File: src/design/bkh_pkg.sv
`timescale 1ns / 1ps

package bkh_pkg;

    localparam int unsigned CHUNK_W = 64;
    localparam int unsigned COUNT_W = 4;
    localparam int unsigned HASH_W  = 32;
    localparam int unsigned LEN_W   = 8;
    localparam int unsigned HALF_W  = 32;

    localparam logic [CHUNK_W-1:0] SEED_VALUE = 64'd2166136261;
    localparam logic [CHUNK_W-1:0] BLOCK_MUL  = 64'hbf58476d1ce4e5b9;
    localparam logic [CHUNK_W-1:0] TAIL_MUL   = 64'hd6e8feb86659fd93;

    localparam logic [COUNT_W-1:0] FULL_COUNT = 4'd8;
    localparam logic [LEN_W-1:0]   FULL_STEP  = 8'd8;

    typedef logic [CHUNK_W-1:0] word_t;
    typedef logic [LEN_W-1:0]   len_t;
    typedef logic [HASH_W-1:0]  hash_t;
    typedef logic [COUNT_W-1:0] count_t;

endpackage

File: src/design/bkh_ifs.sv
`timescale 1ns / 1ps

interface bkh_in_if;
    logic              valid;
    logic              ready;
    bkh_pkg::word_t    chunk_bytes;
    bkh_pkg::count_t   valid_bytes;
    logic              last_chunk;

    modport source (output valid, output chunk_bytes, output valid_bytes,
                    output last_chunk, input ready);
    modport sink   (input valid, input chunk_bytes, input valid_bytes,
                    input last_chunk, output ready);
endinterface

interface bkh_out_if;
    logic              valid;
    logic              ready;
    bkh_pkg::hash_t    key_hash;

    modport source (output valid, output key_hash, input ready);
    modport sink   (input valid, input key_hash, output ready);
endinterface

File: src/design/byte_key_hash_64_to_32_core.sv
`timescale 1ns / 1ps

// Byte-key hash core. A key streams in on 'key' as 8-byte little-endian
// chunks, one transaction per chunk, at up to one chunk per clock cycle; the
// 32-bit hash of each key leaves on 'hash' as one transaction. A chunk is
// held in the input register and from there mixed into the 64-bit
// accumulator; the hash of a key goes into the output register when its last
// chunk leaves the input register. The cycle time is set by the
// accumulator loop: XOR and a 64-bit low-half multiply built from three
// 32x32 partial products, between the input register and the accumulator,
// with the fold to 32 bits behind the multiply on the way to the output
// register. Non-last chunks always count as 8 bytes; on the last chunk
// valid_bytes of 9..15 means 8, and 0 emits the hash of what was mixed so
// far. After each hash the accumulator returns to its seed. Back-pressure on
// 'hash' only stalls the pipe when a last chunk wants the occupied output
// register.
module byte_key_hash_64_to_32_core (
    input  logic       clk,
    input  logic       rst_n,
    bkh_in_if.sink     key,
    bkh_out_if.source  hash
);

    // input register
    logic            s1_valid_reg;
    logic            s1_valid_next;
    bkh_pkg::word_t  s1_chunk_reg;
    bkh_pkg::count_t s1_count_reg;
    logic            s1_last_reg;

    // running state
    bkh_pkg::word_t  acc_reg;
    bkh_pkg::len_t   len_reg;
    bkh_pkg::word_t  acc_mix;
    bkh_pkg::len_t   len_mix;
    bkh_pkg::hash_t  hash_mix;

    // output register
    logic            out_valid_reg;
    logic            out_valid_next;
    bkh_pkg::hash_t  hash_reg;

    logic            out_free;
    logic            s1_fire;
    logic            key_fire;

    assign out_free = !out_valid_reg || hash.ready;
    assign s1_fire  = s1_valid_reg && (!s1_last_reg || out_free);
    assign key.ready = !s1_valid_reg || s1_fire;
    assign key_fire = key.valid && key.ready;

    assign s1_valid_next = key_fire || (s1_valid_reg && !s1_fire);

    always_ff @(posedge clk or negedge rst_n)
    begin
        if (!rst_n)
        begin
            s1_valid_reg <= 1'b0;
        end
        else
        begin
            s1_valid_reg <= s1_valid_next;
        end
    end

    always_ff @(posedge clk)
    begin
        if (key_fire)
        begin
            s1_chunk_reg <= key.chunk_bytes;
            s1_count_reg <= key.valid_bytes;
            s1_last_reg  <= key.last_chunk;
        end
    end

    bkh_mix u_mix (
        .acc         (acc_reg),
        .len         (len_reg),
        .chunk_bytes (s1_chunk_reg),
        .valid_bytes (s1_count_reg),
        .last_chunk  (s1_last_reg),
        .acc_next    (acc_mix),
        .len_next    (len_mix),
        .key_hash    (hash_mix)
    );

    always_ff @(posedge clk or negedge rst_n)
    begin
        if (!rst_n)
        begin
            acc_reg <= bkh_pkg::SEED_VALUE;
            len_reg <= '0;
        end
        else if (s1_fire)
        begin
            acc_reg <= acc_mix;
            len_reg <= len_mix;
        end
    end

    // output register: loaded by a last chunk, emptied by a hash transaction
    assign out_valid_next = (s1_fire && s1_last_reg) || (out_valid_reg && !hash.ready);

    always_ff @(posedge clk or negedge rst_n)
    begin
        if (!rst_n)
        begin
            out_valid_reg <= 1'b0;
        end
        else
        begin
            out_valid_reg <= out_valid_next;
        end
    end

    always_ff @(posedge clk)
    begin
        if (s1_fire && s1_last_reg)
        begin
            hash_reg <= hash_mix;
        end
    end

    assign hash.valid    = out_valid_reg;
    assign hash.key_hash = hash_reg;

`ifndef SYNTHESIS
    // a finished key leaves the state at its seed
    a_reseed: assert property (@(posedge clk) disable iff (!rst_n)
        s1_fire && s1_last_reg |=> acc_reg == bkh_pkg::SEED_VALUE && len_reg == '0)
        else $error("state not reseeded after last chunk");

    // a last chunk blocked by a full output register stays put
    a_last_hold: assert property (@(posedge clk) disable iff (!rst_n)
        s1_valid_reg && s1_last_reg && out_valid_reg && !hash.ready
        |=> s1_valid_reg && s1_last_reg && $stable(s1_chunk_reg))
        else $error("stalled last chunk lost");

    // an empty input register always takes a chunk
    a_ready_empty: assert property (@(posedge clk) disable iff (!rst_n)
        !s1_valid_reg |-> key.ready)
        else $error("input refused with empty stage");

    // a hash appears only after a last chunk was mixed
    a_out_source: assert property (@(posedge clk) disable iff (!rst_n)
        $rose(out_valid_reg) |-> $past(s1_fire && s1_last_reg))
        else $error("hash without last chunk");

    // non-last chunks never stall on the output side
    a_no_stall: assert property (@(posedge clk) disable iff (!rst_n)
        s1_valid_reg && !s1_last_reg |-> s1_fire)
        else $error("non-last chunk stalled");
`endif

endmodule

File: src/design/bkh_mul64lo.sv
`timescale 1ns / 1ps

// Low 64 bits of a 64x64 product from three 32x32 partial products.
// The high x high term only lands above bit 63 and is dropped.
module bkh_mul64lo (
    input  bkh_pkg::word_t a,
    input  bkh_pkg::word_t b,
    output bkh_pkg::word_t p
);

    logic [2*bkh_pkg::HALF_W-1:0] lo_lo;
    logic [bkh_pkg::HALF_W-1:0]   lo_hi;
    logic [bkh_pkg::HALF_W-1:0]   hi_lo;
    logic [bkh_pkg::HALF_W-1:0]   mid_sum;

    assign lo_lo = a[bkh_pkg::HALF_W-1:0] * b[bkh_pkg::HALF_W-1:0];
    assign lo_hi = bkh_pkg::HALF_W'(a[bkh_pkg::HALF_W-1:0]
                                    * b[bkh_pkg::CHUNK_W-1:bkh_pkg::HALF_W]);
    assign hi_lo = bkh_pkg::HALF_W'(a[bkh_pkg::CHUNK_W-1:bkh_pkg::HALF_W]
                                    * b[bkh_pkg::HALF_W-1:0]);
    assign mid_sum = lo_hi + hi_lo;
    assign p       = lo_lo + {mid_sum, {bkh_pkg::HALF_W{1'b0}}};

endmodule

File: src/design/bkh_mix.sv
`timescale 1ns / 1ps

// One chunk folded into the running state: full-chunk mix, tail mix or none.
module bkh_mix (
    input  bkh_pkg::word_t  acc,
    input  bkh_pkg::len_t   len,
    input  bkh_pkg::word_t  chunk_bytes,
    input  bkh_pkg::count_t valid_bytes,
    input  logic            last_chunk,
    output bkh_pkg::word_t  acc_next,
    output bkh_pkg::len_t   len_next,
    output bkh_pkg::hash_t  key_hash
);

    bkh_pkg::count_t cnt;
    logic            full;
    logic            tail;
    bkh_pkg::len_t   len_mix;
    bkh_pkg::word_t  keep;
    bkh_pkg::word_t  masked;
    bkh_pkg::word_t  tail_word;
    bkh_pkg::word_t  word;
    bkh_pkg::word_t  mult;
    bkh_pkg::word_t  acc_mixed;
    bkh_pkg::word_t  acc_after;

    // saturate oversized counts on the final chunk
    assign cnt  = (valid_bytes > bkh_pkg::FULL_COUNT) ? bkh_pkg::FULL_COUNT : valid_bytes;
    assign full = !last_chunk || (cnt == bkh_pkg::FULL_COUNT);
    assign tail = last_chunk && (cnt != '0) && (cnt != bkh_pkg::FULL_COUNT);

    assign len_mix = len + (full ? bkh_pkg::FULL_STEP
                                 : {{(bkh_pkg::LEN_W-bkh_pkg::COUNT_W){1'b0}}, cnt});

    always_comb
    begin
        for (int b = 0; b < 8; b++)
        begin
            keep[b*8 +: 8] = (bkh_pkg::COUNT_W'(b) < cnt) ? 8'hff : 8'h00;
        end
    end

    // tail word: length in the low byte, kept tail bytes above it
    assign masked    = chunk_bytes & keep;
    assign tail_word = {masked[bkh_pkg::CHUNK_W-bkh_pkg::LEN_W-1:0], len_mix};

    assign word = full ? chunk_bytes : tail_word;
    assign mult = full ? bkh_pkg::BLOCK_MUL : bkh_pkg::TAIL_MUL;

    bkh_mul64lo u_mul (
        .a (acc ^ word),
        .b (mult),
        .p (acc_mixed)
    );

    assign acc_after = (full || tail) ? acc_mixed : acc;
    assign key_hash  = acc_after[bkh_pkg::HASH_W-1:0]
                     ^ acc_after[bkh_pkg::CHUNK_W-1:bkh_pkg::HASH_W];

    assign acc_next = last_chunk ? bkh_pkg::SEED_VALUE : acc_after;
    assign len_next = last_chunk ? '0 : len_mix;

endmodule

File: src/flat_wrapper.sv
// flat-port wrapper written by rule: the top's interface ports become plain ports
module byte_key_hash_64_to_32_core_flat 
  (clk, rst_n, key_valid, key_chunk_bytes, key_valid_bytes, key_last_chunk, key_ready, hash_valid, hash_key_hash, hash_ready);
  bkh_in_if key_i ();
  bkh_out_if hash_i ();
  input  logic clk;
  input  logic rst_n;
  input wire logic [$bits(key_i.valid)-1:0] key_valid;
  input wire logic [$bits(key_i.chunk_bytes)-1:0] key_chunk_bytes;
  input wire logic [$bits(key_i.valid_bytes)-1:0] key_valid_bytes;
  input wire logic [$bits(key_i.last_chunk)-1:0] key_last_chunk;
  output wire logic [$bits(key_i.ready)-1:0] key_ready;
  output wire logic [$bits(hash_i.valid)-1:0] hash_valid;
  output wire logic [$bits(hash_i.key_hash)-1:0] hash_key_hash;
  input wire logic [$bits(hash_i.ready)-1:0] hash_ready;
  assign key_i.valid = key_valid;
  assign key_i.chunk_bytes = key_chunk_bytes;
  assign key_i.valid_bytes = key_valid_bytes;
  assign key_i.last_chunk = key_last_chunk;
  assign key_ready = key_i.ready;
  assign hash_valid = hash_i.valid;
  assign hash_key_hash = hash_i.key_hash;
  assign hash_i.ready = hash_ready;
  byte_key_hash_64_to_32_core u_core (.clk(clk), .rst_n(rst_n), .key(key_i), .hash(hash_i));
endmodule
File: config.mk
export PLATFORM = sky130hd
export DESIGN_NAME = byte_key_hash_64_to_32_core_flat
export DESIGN_NICKNAME = d
export VERILOG_FILES = /design/src/design/bkh_pkg.sv /design/src/design/bkh_ifs.sv /design/src/design/byte_key_hash_64_to_32_core.sv /design/src/design/bkh_mul64lo.sv /design/src/design/bkh_mix.sv /design/src/flat_wrapper.sv
export SDC_FILE = /design/constraint.sdc
export NUM_CORES = 2
export LEC_CHECK = 0
export BUFFER_PORTS_ARGS = -buffer_cell sky130_fd_sc_hd__buf_2
export CAP_MARGIN = 10
export CORE_UTILIZATION = 60
export CTS_BUF_LIST = sky130_fd_sc_hd__clkbuf_16
export CTS_CLUSTER_SIZE = 25
export DETAILED_ROUTE_END_ITERATION = 8
export PLACE_DENSITY = 0.77
export SETUP_SLACK_MARGIN = 0.02
export SKIP_CTS_REPAIR_TIMING = 1
export SYNTH_ARGS = -nofsm -noshare
export SYNTH_HDL_FRONTEND = slang
export SYNTH_SLANG_ARGS = --single-unit
File: constraint.sdc
create_clock -name clk -period 47.7 [get_ports clk]
set_input_delay 2.385 -clock clk [delete_from_list [all_inputs] [get_ports clk]]
set_output_delay 2.385 -clock clk [all_outputs]
set_load 0.005 [all_outputs]
Word level (Yosys, flattened, before mapping)
Index checks and enable logic that the tools add are counted.

storage, ports and cells
  word-level logic and storage cells = 61
  bits in latches = 0
  memories = 0
  input port bits = 73
  bits in read-only memories = 0
  RAM bits = 0
  register bits after elaboration = 175

operators by class
  equal/unequal tests = 2
  shift-type cells = 0
  add/subtract/negate cells = 3
  divide/modulo/power cells = 0
  magnitude comparators = 8
  reduce and logical (&&, ||, !) cells = 20
  multiplexer cells = 14
  bitwise gates (word level) = 3
  multiply operators = 3

operator list
  kind                                                                          number
  64-bit 2-to-1 mux                                                             3
  64-bit adder                                                                  1
  32-bit by 32-bit multiplier with 32-bit output                                2
  32-bit by 32-bit multiplier with 64-bit output                                1
  8-bit 2-to-1 mux                                                              8
  64-bit bitwise XOR                                                            1
  63-bit 2-to-1 mux                                                             1
  56-bit AND                                                                    1
  32-bit adder                                                                  1
  32-bit bitwise XOR                                                            1
  3-bit by 4-bit less-than comparator with 1-bit output (first input constant)  3
  8-bit by 4-bit adder with 8-bit output                                        1
  1-bit by 4-bit less-than comparator with 1-bit output (first input constant)  2
  2-bit by 4-bit less-than comparator with 1-bit output (first input constant)  2
  4-bit 2-to-1 mux                                                              2
  1-bit logical AND                                                             7
  1-bit logical OR                                                              7
  1-bit zero test                                                               5
  4-bit == test (second input constant)                                         1
  4-bit greater-than comparator (second input constant)                         1
  4-bit inequality test (second input constant)                                 1
  4-bit nonzero test                                                            1

Longest topological paths before layout
  depth after elaboration = 13
  gate-level depth with buffers = 65
  mapped depth without buffers = 60

Modules after synthesis
A second synthesis with hierarchy kept.

second synthesis, totals
  cell total of the unflattened synthesis = 8368
  area, all modules = 76238.1 um2

modules (own cells, without submodules)
  module                       seq. area each (um2)  area each (um2)  instances  cells an instance
  bkh_mul64lo                  0.0                   65858.2          1          7416
  byte_key_hash_64_to_32_core  4902.2                7536.0           1          520
  bkh_mix                      0.0                   2844.0           1          432

Worst setup path after synthesis
OpenSTA, ideal clock, no wires.

  kind = register to register
  from = register u_core.s1_last_reg
  to = register u_core.hash_reg[30] (netlist: u_core.hash.key_hash[30]), data pin
  required time = 47435 ps
  buffers on the path = 7
  library setup time = 265 ps
  setup slack = 32427 ps
  data arrival time = 15008 ps
  cell stages (with the launch flop) = 65
  cells stage by stage = edfxtp_1 nor2b_1 buf_4 inv_4 buf_4 buf_2 buf_1 buf_1 clkbuf_1 buf_1 ha_1 a21oi_1 nor2b_1 and3_1 xnor2_1 o21ai_0 xor2_1 nand2_1 [... 29 more ...] fa_1 inv_1 fa_1 ha_1 ha_1 a21o_1 a21o_1 a21o_1 a21o_1 a21o_1 a21oi_1 o21bai_1 a2111o_1 a31oi_1 o21ai_0 xnor2_1 o21ai_0 xor2_1

between the ends
  cells in the longest elaborated chain, start to end = 11

ends and longest elaborated chain
  item                                            line                                RTL
  start: declaration                              byte_key_hash_64_to_32_core.sv:29   logic s1_last_reg;
  start signal: assignment                        byte_key_hash_64_to_32_core.sv:72   s1_last_reg <= key.last_chunk;
  1-bit zero test                                 bkh_mix.sv:29                       assign full = !last_chunk || (cnt == bkh_pkg::FULL_COUNT);
  1-bit logical OR                                bkh_mix.sv:29
  4-bit 2-to-1 mux                                bkh_mix.sv:32                       assign len_mix = len + (full ? bkh_pkg::FULL_STEP
  8-bit by 4-bit adder with 8-bit output          bkh_mix.sv:32
  64-bit 2-to-1 mux                               bkh_mix.sv:47                       assign word = full ? chunk_bytes : tail_word;
  64-bit bitwise XOR                              bkh_mix.sv:51                       .a (acc ^ word),
  32-bit by 32-bit multiplier with 32-bit output  bkh_mul64lo.sv:18                   * b[bkh_pkg::CHUNK_W-1:bkh_pkg::HALF_W]);
  32-bit adder                                    bkh_mul64lo.sv:21                   assign mid_sum = lo_hi + hi_lo;
  64-bit adder                                    bkh_mul64lo.sv:22                   assign p = lo_lo + {mid_sum, {bkh_pkg::HALF_W{1'b0}}};
  64-bit 2-to-1 mux *                             bkh_mix.sv:56                       assign acc_after = (full || tail) ? acc_mixed : acc;
  32-bit bitwise XOR *                            bkh_mix.sv:58                       ^ acc_after[bkh_pkg::CHUNK_W-1:bkh_pkg::HASH_W];
  via u_core.hash_mix[30]                         byte_key_hash_64_to_32_core.sv:36   bkh_pkg::hash_t hash_mix;
  end signal: assignment                          byte_key_hash_64_to_32_core.sv:120  hash_reg <= hash_mix;
  end: declaration                                byte_key_hash_64_to_32_core.sv:41   bkh_pkg::hash_t hash_reg;

Mark *: on every way through the listed nets, which the timed path passes. The rest lies on a longest branch.
A chain may end at the register's enable or synchronous reset.

Final worst setup path
Ends and elaborated chain as after synthesis.

==> flow_summary.toml <==
[status]
run_status = "finished clean"

[global_routing]
grtUsageTotal = 0.4588
grt_pass1_vias = 43960
grt-ovfl-total = 0
grt_antenna_before_repair = 8
grt_max_degree = 92
grt_pass1_wl_um = 307900

[route]
post_drt_wl_per_cell_um = 30.78
antenna_left = 0
drt_wl_total_um = 213400
drt_iter0_markers = 4302
vias = 40190
dr.pass1.iters = 8
routed_via_density = 5.795
drc_errors = 0

[critical_path]
critPathArrivalTime_ns = 17.41
path_buf_inv = 12
required_ns = 47.88
crit_path_max_fanout = 91
path_common_cell = "fa_1"
critPathTopFamily = "adder cells"
cp-end-kind = "register"
path_class = "register to register"
startpoint_type = "register"
max_stage_delay_ns = 0.92
critPathSlowestCell = "edfxtp_1"

[floorplan]
fp.dieH_um = 310.7
die-area_um2 = 96550
rows = 112
die_w_um = 310.7
io_pins = 107
coreArea_um2 = 93890
start_util = 0.6091

[sta]
worst_pin_slew_ns = 1.189
finalSetupViolations = 0
fmax_ghz = 0.05803
finalWorstPathRequiredPeriod_ns = 17.23
finalHoldViolCount = 0
fin_tns_setup_ns = 0
skew_ns = 0.007978
slew_violations = 0
relSlewSlack = 0.2051
rsz0062_at_grt = "no"
final.period_utilization = 0.3613

[synthesis]
async_flop_share = 0.4229
synth_area_um2 = 57190
yosys-top-cells-area = "fa_1 49%, ha_1 16%, inv_1 12%, edfxtp_1 5.3%, xnor2_1 3.2%"
synth-simple-area-share = 0.04087
ys_seq_area_frac = 0.08572
muxShareOfSynthArea = 0.001750
synthesis.instances = 5457
ys_types = 79
synth_compound_area_frac = 0.05192
synthAdderAreaFrac = 0.6475
synth_xor_area_frac = 0.04995
synth.top_cell.area_share = 0.4887
yosys_most_used_dff = "edfxtp_1"
synth_top_cell_by_area = "fa_1"
syn_area_per_cell_um2 = 10.48
synth_edf_count = 101
yosys_register_bits = 175
synth_warnings = 0
synth_top_family_by_area = "adder cells"

[cells_and_area]
fin_nets = 7861
final_common_cell = "inv_1"
final_cell_mix = "1773 x inv_1, 1396 x fa_1, 726 x ha_1, 248 x nand2_1, 197 x xnor2_1"
syn_to_final_growth_pct = 6.152
drive_above_1_share = 0.04949

[clocking]
cts_buffers = 17
cts-htree-levels = 4
cts_tree = "yes"
cts-root-buf = "clkbuf_16"
clockBufferDepth = 2
clock_latency_ns = 0.43
clkSinkCount = 175
clkTransAtPathRegs_ns = 0.07

[job]
maxCapViolCount = 0

[hold_path]
hp-class = "register to register"

[placement]
post-dp-hpwl_um = 189000
io_buffers = 106
place.gp.congestion = 1.077
## kinds of logic (layout without fill, tap and decap cells)
kind of cell	after synthesis	in the layout
xor gates and xnor gates	318	318
DFF	175	175
adders and majority gates	2122	2122
other	2	82
buffers and inverters	1853	1997
muxes	10	10
and+or+nand+nor	527	527
AOI/OAI and AO/OA	450	450
## worst reg2reg max path: cells and delay by family (launching register included)
family | cells | cell delay (ns)
flip-flops | 1 | 0.92
AND/OR/NAND/NOR | 6 | 1.59
buffers and inverters | 12 | 2.44
XOR/XNOR | 5 | 0.99
adder cells (fa/ha/maj) | 17 | 7.34
AO/OA/AOI/OAI | 19 | 3.71
## stage by stage
stage | hold slack, ns | setup WS (ns) | utilization | std cells | area [um2]
2_1_floorplan | 0.4453 | 32.43 | - | 5534 | 57480
3_3_place_gp | 0.4719 | 31.12 | 0.6405 | 6901 | 60140
3_5_place_dp | 0.4750 | 31.03 | 0.6405 | 6901 | 60140
4_1_cts | 0.4891 | 30.96 | 0.6465 | 6932 | 60700
5_1_grt | 0.5151 | 29.93 | 0.6465 | 6932 | 60700
6_report | 0.4943 | 30.47 | 0.6466 | 6935 | 60710
## path summary, 6_finish.rpt
path / start / end / slack (ns) / cells after the start
max: u_core.s1_last_reg / u_core.hash.key_hash[30] / 30.47 / 59
min: u_core.acc_reg[2] / u_core.acc_reg[2] / 0.49 / 2
max reg2reg: u_core.s1_last_reg / u_core.hash.key_hash[30] / 30.47 / 59
min reg2reg: u_core.acc_reg[2] / u_core.acc_reg[2] / 0.49 / 2
max in group asynchronous: rst_n / u_core.acc_reg[33] / 44.92 / 1
min in group asynchronous: rst_n / u_core.acc_reg[49] / 2.11 / 1
## area by class of cell
cell class                      count  area [um2]
Antenna cell                        3       7.507
Clock buffer                       17       425.4
Tap cell                         1254        1569
Multi-Input combinational cell   3506       45800
Clock inverter                     14       137.6
Inverter                         1775        6665
Timing Repair Buffer              191        1196
Sequential cell                   175        4902
Fill cell                        7615       33180
## layer usage
metal	part of all wire	wire length (um)	track usage	vias up
li1	-	-	-	16490
met1	0.37	78220	0.5932	20580
met3	0.12	25950	0.1416	663
met2	0.43	91860	0.6763	2446
met5	0.00031	66	0	-
met4	0.081	17330	0.2873	10
## Yosys cell counts, types with 4 or more instances
library cell  instances
xor2_1              105
and4b_1               4
nand2b_1             14
o21bai_1             11
a22o_1               49
fa_1               1396
a31oi_1              10
nand4_1               7
buf_2                 4
dfrtp_1              60
nor2b_1              13
a21o_1               65
buf_1                13
o21ai_0              95
a22oi_1              23
mux2i_1              10
xnor2_1             207
nand2_1             249
a211oi_1              9
nor3_1                6
and4_1                4
and2_1               18
o31ai_1               8
ha_1                726
inv_1              1772
nand3_1              25
a21oi_1             119
o21a_1                9
or2_2                 5
or3_1                 7
o22a_1                8
edfxtp_1            101
nor2_1              139
dfstp_2              14
o211ai_1              6
clkbuf_1             57
and3_1               24
Power is not shown: default switching activity piles up to over one toggle a cycle in this logic, so the estimate is an artifact.
